**src/hdl/bdd_pkg.sv**
```systemverilog
// shared constants and types for the button debounce and double press unit
package bdd_pkg;

    localparam int TIME_WIDTH      = 32;
    localparam int NOW_WIDTH       = 32;
    localparam int MS_WIDTH        = 16;
    localparam int COUNT_WIDTH     = 2;
    localparam int CFG_INDEX_WIDTH = 1;
    localparam int S_TDATA_WIDTH   = 40;
    localparam int M_TDATA_WIDTH   = 8;

    localparam logic [MS_WIDTH-1:0] DEBOUNCE_RESET = MS_WIDTH'(50);
    localparam logic [MS_WIDTH-1:0] WINDOW_RESET   = MS_WIDTH'(300);

    typedef logic [TIME_WIDTH-1:0]  time_t;
    typedef logic [MS_WIDTH-1:0]    ms_t;
    typedef logic [COUNT_WIDTH-1:0] count_t;

    // configuration register indexes
    localparam logic [CFG_INDEX_WIDTH-1:0] CFG_DEBOUNCE = 1'b0;
    localparam logic [CFG_INDEX_WIDTH-1:0] CFG_WINDOW   = 1'b1;

    // poll kinds carried in s_tuser
    localparam logic FUNC_PRESS   = 1'b0;
    localparam logic FUNC_RELEASE = 1'b1;

    localparam count_t COUNT_NONE   = 2'd0;
    localparam count_t COUNT_ONE    = 2'd1;
    localparam count_t COUNT_DOUBLE = 2'd2;

    typedef struct packed {
        logic   pressed;
        logic   released;
        logic   double_pressed;
        count_t press_count;
    } result_t;

endpackage

```
**src/hdl/button_debounce_double_press_unit.sv**
```systemverilog
// top level: debounced button state and double press count, one poll per transfer
//
// Each input transfer is one poll and gives exactly one result transfer. A poll
// is captured in an input register and resolved combinationally against the
// debounce state into the result register that drives m_tvalid, so the block
// sustains one poll per clock while m_tready does not stall the output. The
// result register and the input register decouple the two sides, and a stall
// on m_tready holds a poll in the input register only once the result register
// is full.
module button_debounce_double_press_unit (
    input  logic        aclk,
    input  logic        aresetn,
    input  logic        s_tvalid,
    output logic        s_tready,
    // [0] button_low, [32:1] now_ms, [39:33] zero
    input  logic [bdd_pkg::S_TDATA_WIDTH-1:0] s_tdata,
    // [0] func
    input  logic        s_tuser,
    output logic        m_tvalid,
    input  logic        m_tready,
    // [0] pressed, [1] released, [2] double_pressed, [4:3] press_count, [7:5] zero
    output logic [bdd_pkg::M_TDATA_WIDTH-1:0] m_tdata,
    input  logic        cfg_valid,
    output logic        cfg_ready,
    input  logic [bdd_pkg::CFG_INDEX_WIDTH-1:0] cfg_index,
    input  logic [bdd_pkg::MS_WIDTH-1:0]        cfg_data
);

    bdd_pkg::ms_t      debounce_reg;
    bdd_pkg::ms_t      window_reg;

    logic              in_valid_reg;
    logic              in_func_reg;
    logic              in_button_low_reg;
    bdd_pkg::time_t    in_now_reg;

    logic              held_reg, held_next;
    bdd_pkg::time_t    last_active_reg, last_active_next;
    bdd_pkg::count_t   count_reg, count_next;
    bdd_pkg::time_t    first_release_reg, first_release_next;

    logic              out_valid_reg;
    bdd_pkg::result_t  out_reg, out_next;

    logic              fire;
    logic              down;
    logic              released;
    logic              debounced;
    logic              in_window;
    bdd_pkg::time_t    since_active;
    bdd_pkg::time_t    since_release;
    bdd_pkg::time_t    since_release_new;
    bdd_pkg::time_t    window_ext;
    bdd_pkg::count_t   count_mid;

    assign cfg_ready = 1'b1;
    assign fire      = in_valid_reg && (!out_valid_reg || m_tready);
    assign s_tready  = !in_valid_reg || fire;
    assign m_tvalid  = out_valid_reg;
    assign m_tdata   = bdd_pkg::M_TDATA_WIDTH'({out_reg.press_count, out_reg.double_pressed,
                                                 out_reg.released, out_reg.pressed});

    always_ff @(posedge aclk) begin
        if (!aresetn) begin
            debounce_reg <= bdd_pkg::DEBOUNCE_RESET;
            window_reg   <= bdd_pkg::WINDOW_RESET;
        end else if (cfg_valid) begin
            unique case (cfg_index)
                bdd_pkg::CFG_DEBOUNCE: debounce_reg <= cfg_data;
                bdd_pkg::CFG_WINDOW:   window_reg   <= cfg_data;
                default: ;
            endcase
        end
    end

    always_ff @(posedge aclk) begin
        if (!aresetn) begin
            in_valid_reg <= 1'b0;
        end else if (s_tready) begin
            in_valid_reg <= s_tvalid;
        end
    end

    always_ff @(posedge aclk) begin
        if (s_tready && s_tvalid) begin
            in_func_reg       <= s_tuser;
            in_button_low_reg <= s_tdata[0];
            in_now_reg        <= bdd_pkg::TIME_WIDTH'(s_tdata[bdd_pkg::NOW_WIDTH:1]);
        end
    end

    // time differences wrap at the time width
    assign down              = !in_button_low_reg;
    assign window_ext        = bdd_pkg::TIME_WIDTH'(window_reg);
    assign since_active      = in_now_reg - last_active_reg;
    assign since_release     = in_now_reg - first_release_reg;
    assign debounced         = since_active > bdd_pkg::TIME_WIDTH'(debounce_reg);
    assign count_mid         = (count_reg == bdd_pkg::COUNT_NONE) ? bdd_pkg::COUNT_ONE
                                                                  : count_reg;
    assign in_window         = (first_release_reg != '0) && (since_release < window_ext);
    assign since_release_new = in_now_reg - first_release_next;

    always_comb begin
        held_next          = held_reg;
        last_active_next   = last_active_reg;
        count_next         = count_reg;
        first_release_next = first_release_reg;
        released           = 1'b0;
        unique case (in_func_reg)
            bdd_pkg::FUNC_PRESS: begin
                if (down) begin
                    held_next        = 1'b1;
                    last_active_next = in_now_reg;
                    count_next       = count_mid;
                    if (count_mid == bdd_pkg::COUNT_ONE && in_window) begin
                        count_next = bdd_pkg::COUNT_DOUBLE;
                    end
                end else if (debounced) begin
                    held_next = 1'b0;
                    // first debounced release opens the window
                    if (count_reg == bdd_pkg::COUNT_ONE && first_release_reg == '0) begin
                        first_release_next = in_now_reg;
                    end
                end
            end
            bdd_pkg::FUNC_RELEASE: begin
                if (down) begin
                    held_next        = 1'b1;
                    last_active_next = in_now_reg;
                end else if (held_reg && debounced) begin
                    held_next = 1'b0;
                    released  = 1'b1;
                end
            end
            default: ;
        endcase
    end

    // sequence ends after a double press or once the window has expired
    logic seq_end;
    assign seq_end = (in_func_reg == bdd_pkg::FUNC_PRESS) && !down && debounced &&
                     ((count_reg == bdd_pkg::COUNT_DOUBLE) ||
                      (count_reg == bdd_pkg::COUNT_ONE && since_release_new > window_ext));

    bdd_pkg::count_t count_final;
    bdd_pkg::time_t  first_release_final;
    assign count_final         = seq_end ? bdd_pkg::COUNT_NONE : count_next;
    assign first_release_final = seq_end ? '0 : first_release_next;

    always_comb begin
        out_next.pressed        = held_next;
        out_next.released       = released;
        out_next.double_pressed = (count_final == bdd_pkg::COUNT_DOUBLE);
        out_next.press_count    = count_final;
    end

    always_ff @(posedge aclk) begin
        if (!aresetn) begin
            held_reg          <= 1'b0;
            last_active_reg   <= '0;
            count_reg         <= bdd_pkg::COUNT_NONE;
            first_release_reg <= '0;
        end else if (fire) begin
            held_reg          <= held_next;
            last_active_reg   <= last_active_next;
            count_reg         <= count_final;
            first_release_reg <= first_release_final;
        end
    end

    always_ff @(posedge aclk) begin
        if (!aresetn) begin
            out_valid_reg <= 1'b0;
        end else if (fire) begin
            out_valid_reg <= 1'b1;
        end else if (m_tready) begin
            out_valid_reg <= 1'b0;
        end
    end

    always_ff @(posedge aclk) begin
        if (fire) begin
            out_reg <= out_next;
        end
    end

endmodule

```
**config.mk**
```make
export PLATFORM = sky130hd
export DESIGN_NAME = button_debounce_double_press_unit
export DESIGN_NICKNAME = d
export VERILOG_FILES = /design/src/hdl/bdd_pkg.sv /design/src/hdl/button_debounce_double_press_unit.sv
export SDC_FILE = /design/constraint.sdc
export NUM_CORES = 1
export LEC_CHECK = 0
export BUFFER_PORTS_ARGS = -buffer_cell sky130_fd_sc_hd__buf_4
export CORE_MARGIN = 4
export CORE_UTILIZATION = 55
export DETAILED_ROUTE_END_ITERATION = 8
export PLACE_DENSITY = 0.76
export RECOVER_POWER = 100
export SLEW_MARGIN = 20
export SYNTH_ARGS = -nofsm -noshare
export SYNTH_HDL_FRONTEND = slang
export SYNTH_SLANG_ARGS = --single-unit
export TNS_END_PERCENT = 10
```
**constraint.sdc**
```tcl
create_clock -name aclk -period 9 [get_ports aclk]
set_input_delay 0.45 -clock aclk [delete_from_list [all_inputs] [get_ports aclk]]
set_output_delay 0.45 -clock aclk [all_outputs]
set_load 0.05 [all_outputs]
```
* Word level (Yosys, flattened, before mapping)
Cells that the tools add are included.
** Word-level totals
- Output and inout bits :: 11
- Input bits :: 63
- Register bits :: 140
- Word-level logic and storage cells :: 70
** Cells by class
- Bitwise gates (word level) :: 3
- Order comparisons :: 3
- Equal/unequal tests :: 4
- $add $sub $neg :: 3
- Reduce and logical (&&, ||, !) cells :: 23
- Muxes and demuxes :: 19
** Operators by type and width (number)
- $mux W32 :: 6
- $sub A32 B32 Y32 :: 3
- $gt A32 B16 Y1 :: 2
- $logic_not A32 Y1 :: 1
- $lt A32 B16 Y1 :: 1
- $reduce_bool A32 Y1 :: 1
- $logic_and A1 B1 Y1 :: 10
- $mux W2 :: 5
- $reduce_and A2 Y1 :: 4
- $mux W1 :: 7
- $eq A2 B1 Y1 const B :: 2
- $eq A2 B2 Y1 const B :: 2
- $logic_or A1 B1 Y1 :: 3
- $not A1 Y1 :: 3
- $logic_not A1 Y1 :: 2
- $logic_not A2 Y1 :: 1
- $pmux W1 S2 :: 1
- $reduce_bool A2 Y1 :: 1

* Logic depth before layout (Yosys ltp)
- Depth in word-level cells :: 13
- Gate-level depth with buffers :: 44
- Gate-level depth less buffers :: 42

* Worst setup path after synthesis
OpenSTA, ideal clock, no wires.
- Kind :: register -> register
- Start point :: register in_now_reg[4]
- End point :: register first_release_reg[23]
- Library setup time :: 95 ps
- Setup slack :: -540 ps
- Clock period less this slack :: 9540 ps
- Required time :: 8905 ps
- Data arrival time :: 9445 ps
- Buffers on the path :: 2
- Stages on the path, launching flop included :: 42
- Cell sequence :: edfxtp_1 > ha_1 > and2_1 > a221oi_2 > nand2_1 > and2_1 > a21oi_1 > o21ai_0 > a21oi_1 > xnor2_1 > ha_1 > nand4_1 > a211oi_1 > a2111oi_0 > a22o_1 > nand4_1 > or4_4 > nor4_4 > (+6 left out) > o21ai_0 > a21oi_1 > a31oi_1 > o21a_1 > o21ai_0 > xor2_1 > ha_1 > nand3_1 > or4_1 > or3_1 > a211o_1 > nor4_1 > nand4_1 > nor4b_2 > mux2i_4 > buf_6 > a2111o_1 > a221oi_1
** Between the ends
- Longest elaborated chain between the ends :: 11
** RTL lines
- start, declared :: line button_debounce_double_press_unit.sv:35 : bdd_pkg::time_t in_now_reg;
- start signal, assigned :: line button_debounce_double_press_unit.sv:88 : in_now_reg <= bdd_pkg::TIME_WIDTH'(s_tdata[bdd_pkg::NOW_WIDTH:1]);
- $sub A32 B32 Y32 :: line button_debounce_double_press_unit.sv:95 : assign since_active = in_now_reg - last_active_reg;
- $gt A32 B16 Y1 :: line button_debounce_double_press_unit.sv:97 : assign debounced = since_active > bdd_pkg::TIME_WIDTH'(debounce_reg);
- $mux W32 :: line button_debounce_double_press_unit.sv:118 : end else if (debounced) begin
- $mux W32 :: line button_debounce_double_press_unit.sv:111 : if (down) begin
- $mux W32 :: line button_debounce_double_press_unit.sv:109 : unique case (in_func_reg)
- $sub A32 B32 Y32 :: line button_debounce_double_press_unit.sv:101 : assign since_release_new = in_now_reg - first_release_next;
- $gt A32 B16 Y1 :: line button_debounce_double_press_unit.sv:143 : (count_reg == bdd_pkg::COUNT_ONE && since_release_new > window_ext));
- $logic_and A1 B1 Y1 :: line button_debounce_double_press_unit.sv:143
- $logic_or A1 B1 Y1 :: line button_debounce_double_press_unit.sv:142 : ((count_reg == bdd_pkg::COUNT_DOUBLE) ||
- $logic_and A1 B1 Y1 :: line button_debounce_double_press_unit.sv:141 : assign seq_end = (in_func_reg == bdd_pkg::FUNC_PRESS) && !down && debounced &&
- $mux W32 (*) :: line button_debounce_double_press_unit.sv:148 : assign first_release_final = seq_end ? '0 : first_release_next;
- end signal, assigned :: line button_debounce_double_press_unit.sv:167 : first_release_reg <= first_release_final;
- end, declared :: line button_debounce_double_press_unit.sv:40 : bdd_pkg::time_t first_release_reg, first_release_next;
Every way passes the cells marked *; elsewhere a longest branch is shown, timed or not.
A chain may end at the register's enable or synchronous reset.

* Final worst setup path
- Start point :: register in_now_reg[3]
- End point :: register first_release_reg[4]
The elaborated chain is that of the path after synthesis.

==> metrics.txt <==
# TYPE chip_impl_metric gauge
chip_impl_metric{name="place_area",unit="µm²"} 14400
chip_impl_metric{name="grt.met3_usage",unit="%"} 4.59
chip_impl_metric{name="synth_cell_types",unit=""} 96
chip_impl_info{name="path_delay_family",value="simple AND/OR/NAND/NOR gates"} 1
chip_impl_metric{name="avgRoutedWirePerCell",unit="µm"} 19.9
chip_impl_metric{name="die-width",unit="µm"} 160
chip_impl_metric{name="cts_buffer_depth",unit=""} 2
chip_impl_metric{name="globalplace.congestion",unit=""} 1.03
chip_impl_metric{name="edff_count_synth",unit=""} 39
chip_impl_metric{name="worst_slew_pin_slew",unit="ns"} 2.34
chip_impl_metric{name="routed-via-count",unit=""} 13200
chip_impl_info{name="cts_tree",value="built"} 1
chip_impl_metric{name="critical_path_arrival",unit="ns"} 9.84
chip_impl_info{name="worstHoldPathType",value="in -> reg"} 1
chip_impl_info{name="globalRoute.busiestLayer",value="met2"} 1
chip_impl_info{name="ys_top_cells_by_area",value="dfxtp_1, ha_1, edfxtp_1"} 1
chip_impl_metric{name="number_of_placed_i_o_pins",unit=""} 74
chip_impl_info{name="worst-setup-path-type",value="reg -> reg"} 1
chip_impl_metric{name="hold_slack",unit="ns"} 0.219
chip_impl_metric{name="h_tree_levels",unit=""} 4
chip_impl_metric{name="final_instance_count_excl_fillers",unit=""} 2090
chip_impl_metric{name="synth-seq-area-share",unit="%"} 25.0
chip_impl_metric{name="antenna_left",unit=""} 0
chip_impl_metric{name="grt_start_max_net_pins",unit=""} 48
chip_impl_metric{name="leakagePower",unit="nW"} 6.16
chip_impl_metric{name="peakVddDrop",unit="mV"} 0.141
chip_impl_metric{name="grt_pass1_wl",unit="mm"} 64.8
chip_impl_info{name="yosys_most_used_dff",value="dfxtp_1"} 1
chip_impl_info{name="worst_path_most_repeated_cell",value="buf_4"} 1
chip_impl_metric{name="use_met2",unit="%"} 50.2
chip_impl_info{name="hold_start",value="s_tdata[28]"} 1
chip_impl_metric{name="place_hpwl",unit="mm"} 31.3
chip_impl_metric{name="core.rowCount",unit=""} 55
chip_impl_metric{name="number_of_buffers_and_inverters_on_the_critical_path",unit=""} 5
chip_impl_metric{name="count_of_filler_cells_inserted_in_the_layout",unit=""} 1801
chip_impl_info{name="status",value="complete, but fails checks"} 1
chip_impl_info{name="startpoint_type",value="flip-flop"} 1
chip_impl_info{name="r2r-start",value="in_now_reg[3]"} 1
chip_impl_info{name="crit-reg2reg-capture",value="first_release_reg[4]"} 1
chip_impl_info{name="cts_root_buffer",value="clkbuf_16"} 1
chip_impl_metric{name="max_cap_violations",unit=""} 1
chip_impl_metric{name="final-max-slew-violation-count",unit=""} 35
chip_impl_metric{name="insertedDiodeCount",unit=""} 0
chip_impl_metric{name="worst_rel_slew_slack",unit="%"} -56.4
chip_impl_metric{name="timing.critical_path.fanout_max",unit=""} 8
chip_impl_metric{name="floorplan.die_area",unit="µm²"} 25700
chip_impl_metric{name="drt-vias-per-instance",unit=""} 6.31
chip_impl_metric{name="clock.fmax",unit="GHz"} 0.105
chip_impl_metric{name="post_route_cells_drive_above_1_share",unit="%"} 20.4
chip_impl_metric{name="cts_made_buffers",unit=""} 17
chip_impl_metric{name="synth_top_area_share",unit="%"} 15.8
chip_impl_metric{name="worstSkewPairLatency",unit="ns"} 0.43
chip_impl_metric{name="reg2reg_slack",unit="ns"} -0.51
chip_impl_metric{name="synthesis.area",unit="µm²"} 12800
chip_impl_metric{name="rr_worst_depth",unit=""} 43
chip_impl_metric{name="numPortBuffers",unit=""} 62
chip_impl_metric{name="postSynthRegisterBits",unit=""} 140
chip_impl_metric{name="postRouteWirelength",unit="mm"} 41.5
chip_impl_metric{name="async_reset_ff_share",unit="%"} 0
chip_impl_metric{name="clock_sinks",unit=""} 140
chip_impl_info{name="hold_critical_path_endpoint",value="in_now_reg[27]"} 1
chip_impl_metric{name="area.growth.synth_to_final",unit="%"} 21.9
chip_impl_metric{name="synthesis.area_per_instance",unit="µm²"} 7.90
chip_impl_metric{name="synth-warning-count",unit=""} 0
chip_impl_metric{name="syn-instance-count",unit=""} 1615
chip_impl_info{name="critical_path.slowest_cell",value="or4_4"} 1
chip_impl_metric{name="period_share",unit="%"} 106
chip_impl_metric{name="worst-endpoint-required",unit="ns"} 9.33
chip_impl_metric{name="worstHoldPathCells",unit=""} 1
chip_impl_metric{name="hold_buffers",unit=""} 0
chip_impl_metric{name="timing.clock.skew",unit="ns"} 0.00977
chip_impl_metric{name="grt_use_total",unit="%"} 30.7
chip_impl_metric{name="cellPowerDensity",unit="nW/µm²"} 133
chip_impl_metric{name="placeable_core_area",unit="µm²"} 22700
chip_impl_metric{name="final_cell_area",unit="µm²"} 15600
chip_impl_metric{name="global_route.usage.met1",unit="%"} 41.7
chip_impl_metric{name="dr.pass1.iters",unit=""} 5
chip_impl_metric{name="start_util",unit="%"} 56.2
chip_impl_metric{name="fin_crit",unit="ns"} 9.51
chip_impl_metric{name="placed_cells_incl_taps",unit=""} 2032
chip_impl_metric{name="clk_pin_slew_worst_paths",unit="ns"} 0.06
chip_impl_metric{name="grt_antenna_before_repair",unit=""} 0
chip_impl_metric{name="layout_setup_ws",unit="ns"} -0.513
chip_impl_metric{name="setup_violations",unit=""} 36
chip_impl_info{name="grt_setup_unrepaired",value="yes"} 1
chip_impl_metric{name="final_hold_viol_count",unit=""} 0
chip_impl_metric{name="globalRoute.totalOverflow",unit=""} 0
chip_impl_info{name="post-synth-top-area-cell",value="dfxtp_1"} 1
chip_impl_metric{name="drt_iter0_drc",unit=""} 1314
chip_impl_info{name="failed_checks",value="max-capacitance violations, max-slew violations, negative setup slack"} 1
chip_impl_info{name="crit_end_category",value="flip-flop"} 1
chip_impl_metric{name="dp_worst_setup_slack",unit="ns"} -0.417
chip_impl_metric{name="critPathMaxStageDelay",unit="ns"} 0.49
chip_impl_metric{name="die_h",unit="µm"} 160
chip_impl_metric{name="nNetsFinal",unit=""} 2000
chip_impl_metric{name="drcViolationCount",unit=""} 0
chip_impl_metric{name="first_global_vias",unit=""} 12500
## synth_stat cells, types with 16 or more instances
library cell  instances
clkbuf_1             50
xor2_1               27
nand4_1              25
nor2_1               72
a21o_1               39
inv_1               152
nand2b_1             17
nand3_1              30
a211oi_1             16
a221oi_1             25
a2111o_1             31
xnor2_1              39
o21a_1               22
ha_1                142
edfxtp_1             39
o211ai_1             16
o21ai_0              60
dfxtp_1             101
nand2_1             217
a21oi_1             218
## cells by family after synthesis
kind of cell               Yosys count  share of synthesized area [%]
and+or+nand+nor                    478                           18.5
muxes                               13                           1.18
AOI/OAI and AO/OA                  540                           28.6
adders and majority gates          145                           14.4
xor gates and xnor gates            66                           4.53
buffers and inverters              231                           7.73
DFF                                140                           25.0
other                                2                         0.0589
## per-stage QoR
| step | TNS, ns | utilization [%] | power, mW |
|---|---|---|---|
| floorplan | 0 | - | 1.11 |
| global placement | -4.79 | 63.3 | 1.30 |
| detailed placement | -12.22 | 63.3 | 1.31 |
| CTS | -3.87 | 67.7 | 2.04 |
| finish | -14.03 | 68.5 | 2.07 |
| global route | -29.04 | 68.5 | 2.16 |
## cell usage in the layout (no fill, tap or decap), drive strengths merged, types with 14 or more instances in the layout
cell type / synthesis / routed
nand3: 31 / 31
a21o: 42 / 42
o21ai: 65 / 65
nand2: 217 / 217
buf: 22 / 190
dfxtp: 101 / 101
nor2b: 14 / 14
edfxtp: 39 / 39
nor3: 15 / 15
clkbuf: 57 / 64
a2111o: 31 / 31
inv: 152 / 159
and2: 15 / 15
ha: 142 / 142
o211ai: 16 / 16
xnor2: 39 / 39
a221oi: 33 / 33
xor2: 27 / 27
nor4: 17 / 17
nor2: 72 / 72
a21oi: 221 / 221
o21a: 22 / 22
a211oi: 17 / 17
nand2b: 17 / 17
nand4: 26 / 26
## worst register-to-register path: cells and delay by family, from the launching register on
kind / cells / cell delay, ns
AOI/OAI and AO/OA: 15 / 3.09
buffers and inverters: 5 / 0.81
xor gates and xnor gates: 2 / 0.25
adders and majority gates: 5 / 1.49
DFF: 1 / 0.44
and+or+nand+nor: 15 / 3.13
muxes: 1 / 0.22
## how the worst max path moves through the flow
stage / start / endpoint / slack, ns / cells after the start
after CTS: in_now_reg[3] / first_release_reg[3] / -0.17 / 39
after global placement: in_now_reg[0] / first_release_reg[2] / -0.17 / 39
final: in_now_reg[3] / first_release_reg[4] / -0.51 / 43
after global routing: in_now_reg[1] / first_release_reg[4] / -0.94 / 43
after detailed placement: in_now_reg[0] / first_release_reg[2] / -0.42 / 41
after floorplan: in_now_reg[4] / first_release_reg[23] / 0.01 / 39
## timing repair
action / 4_1_cts / 5_1_grt
gates resized for setup: 56 / 22
cloned: 1 / 3
setup buffers: 14 / 8
pin swaps: 41 / 52
endpoints found under the setup margin: 35 / 36
## power breakdown
part,leakage (nW),internal (mW),switching (mW)
Combinational,4.67,0.284,0.384
Sequential,1.20,0.673,0.0174
Clock,0.282,0.404,0.307
Total,6.16,1.36,0.709
## routing by layer
| metal | wire length [µm] | up-vias |
|---|---|---|
| li1 | - | 6260 |
| met1 | 17600 | 6264 |
| met2 | 19400 | 551 |
| met3 | 3030 | 105 |
| met4 | 1410 | 0 |
| met5 | 0 | - |
## cell type report
| class | count | area, µm² | share of cell area (%) |
|---|---|---|---|
| Timing Repair Buffer | 235 | 1830 | 11.8 |
| Tap cell | 285 | 357 | 2.29 |
| Multi-Input combinational cell | 1246 | 9020 | 58.0 |
| Inverter | 152 | 571 | 3.67 |
| Clock buffer | 19 | 454 | 2.92 |
| Sequential cell | 140 | 3190 | 20.5 |
| Clock inverter | 13 | 129 | 0.829 |
Power figures use the tool's default switching activity.
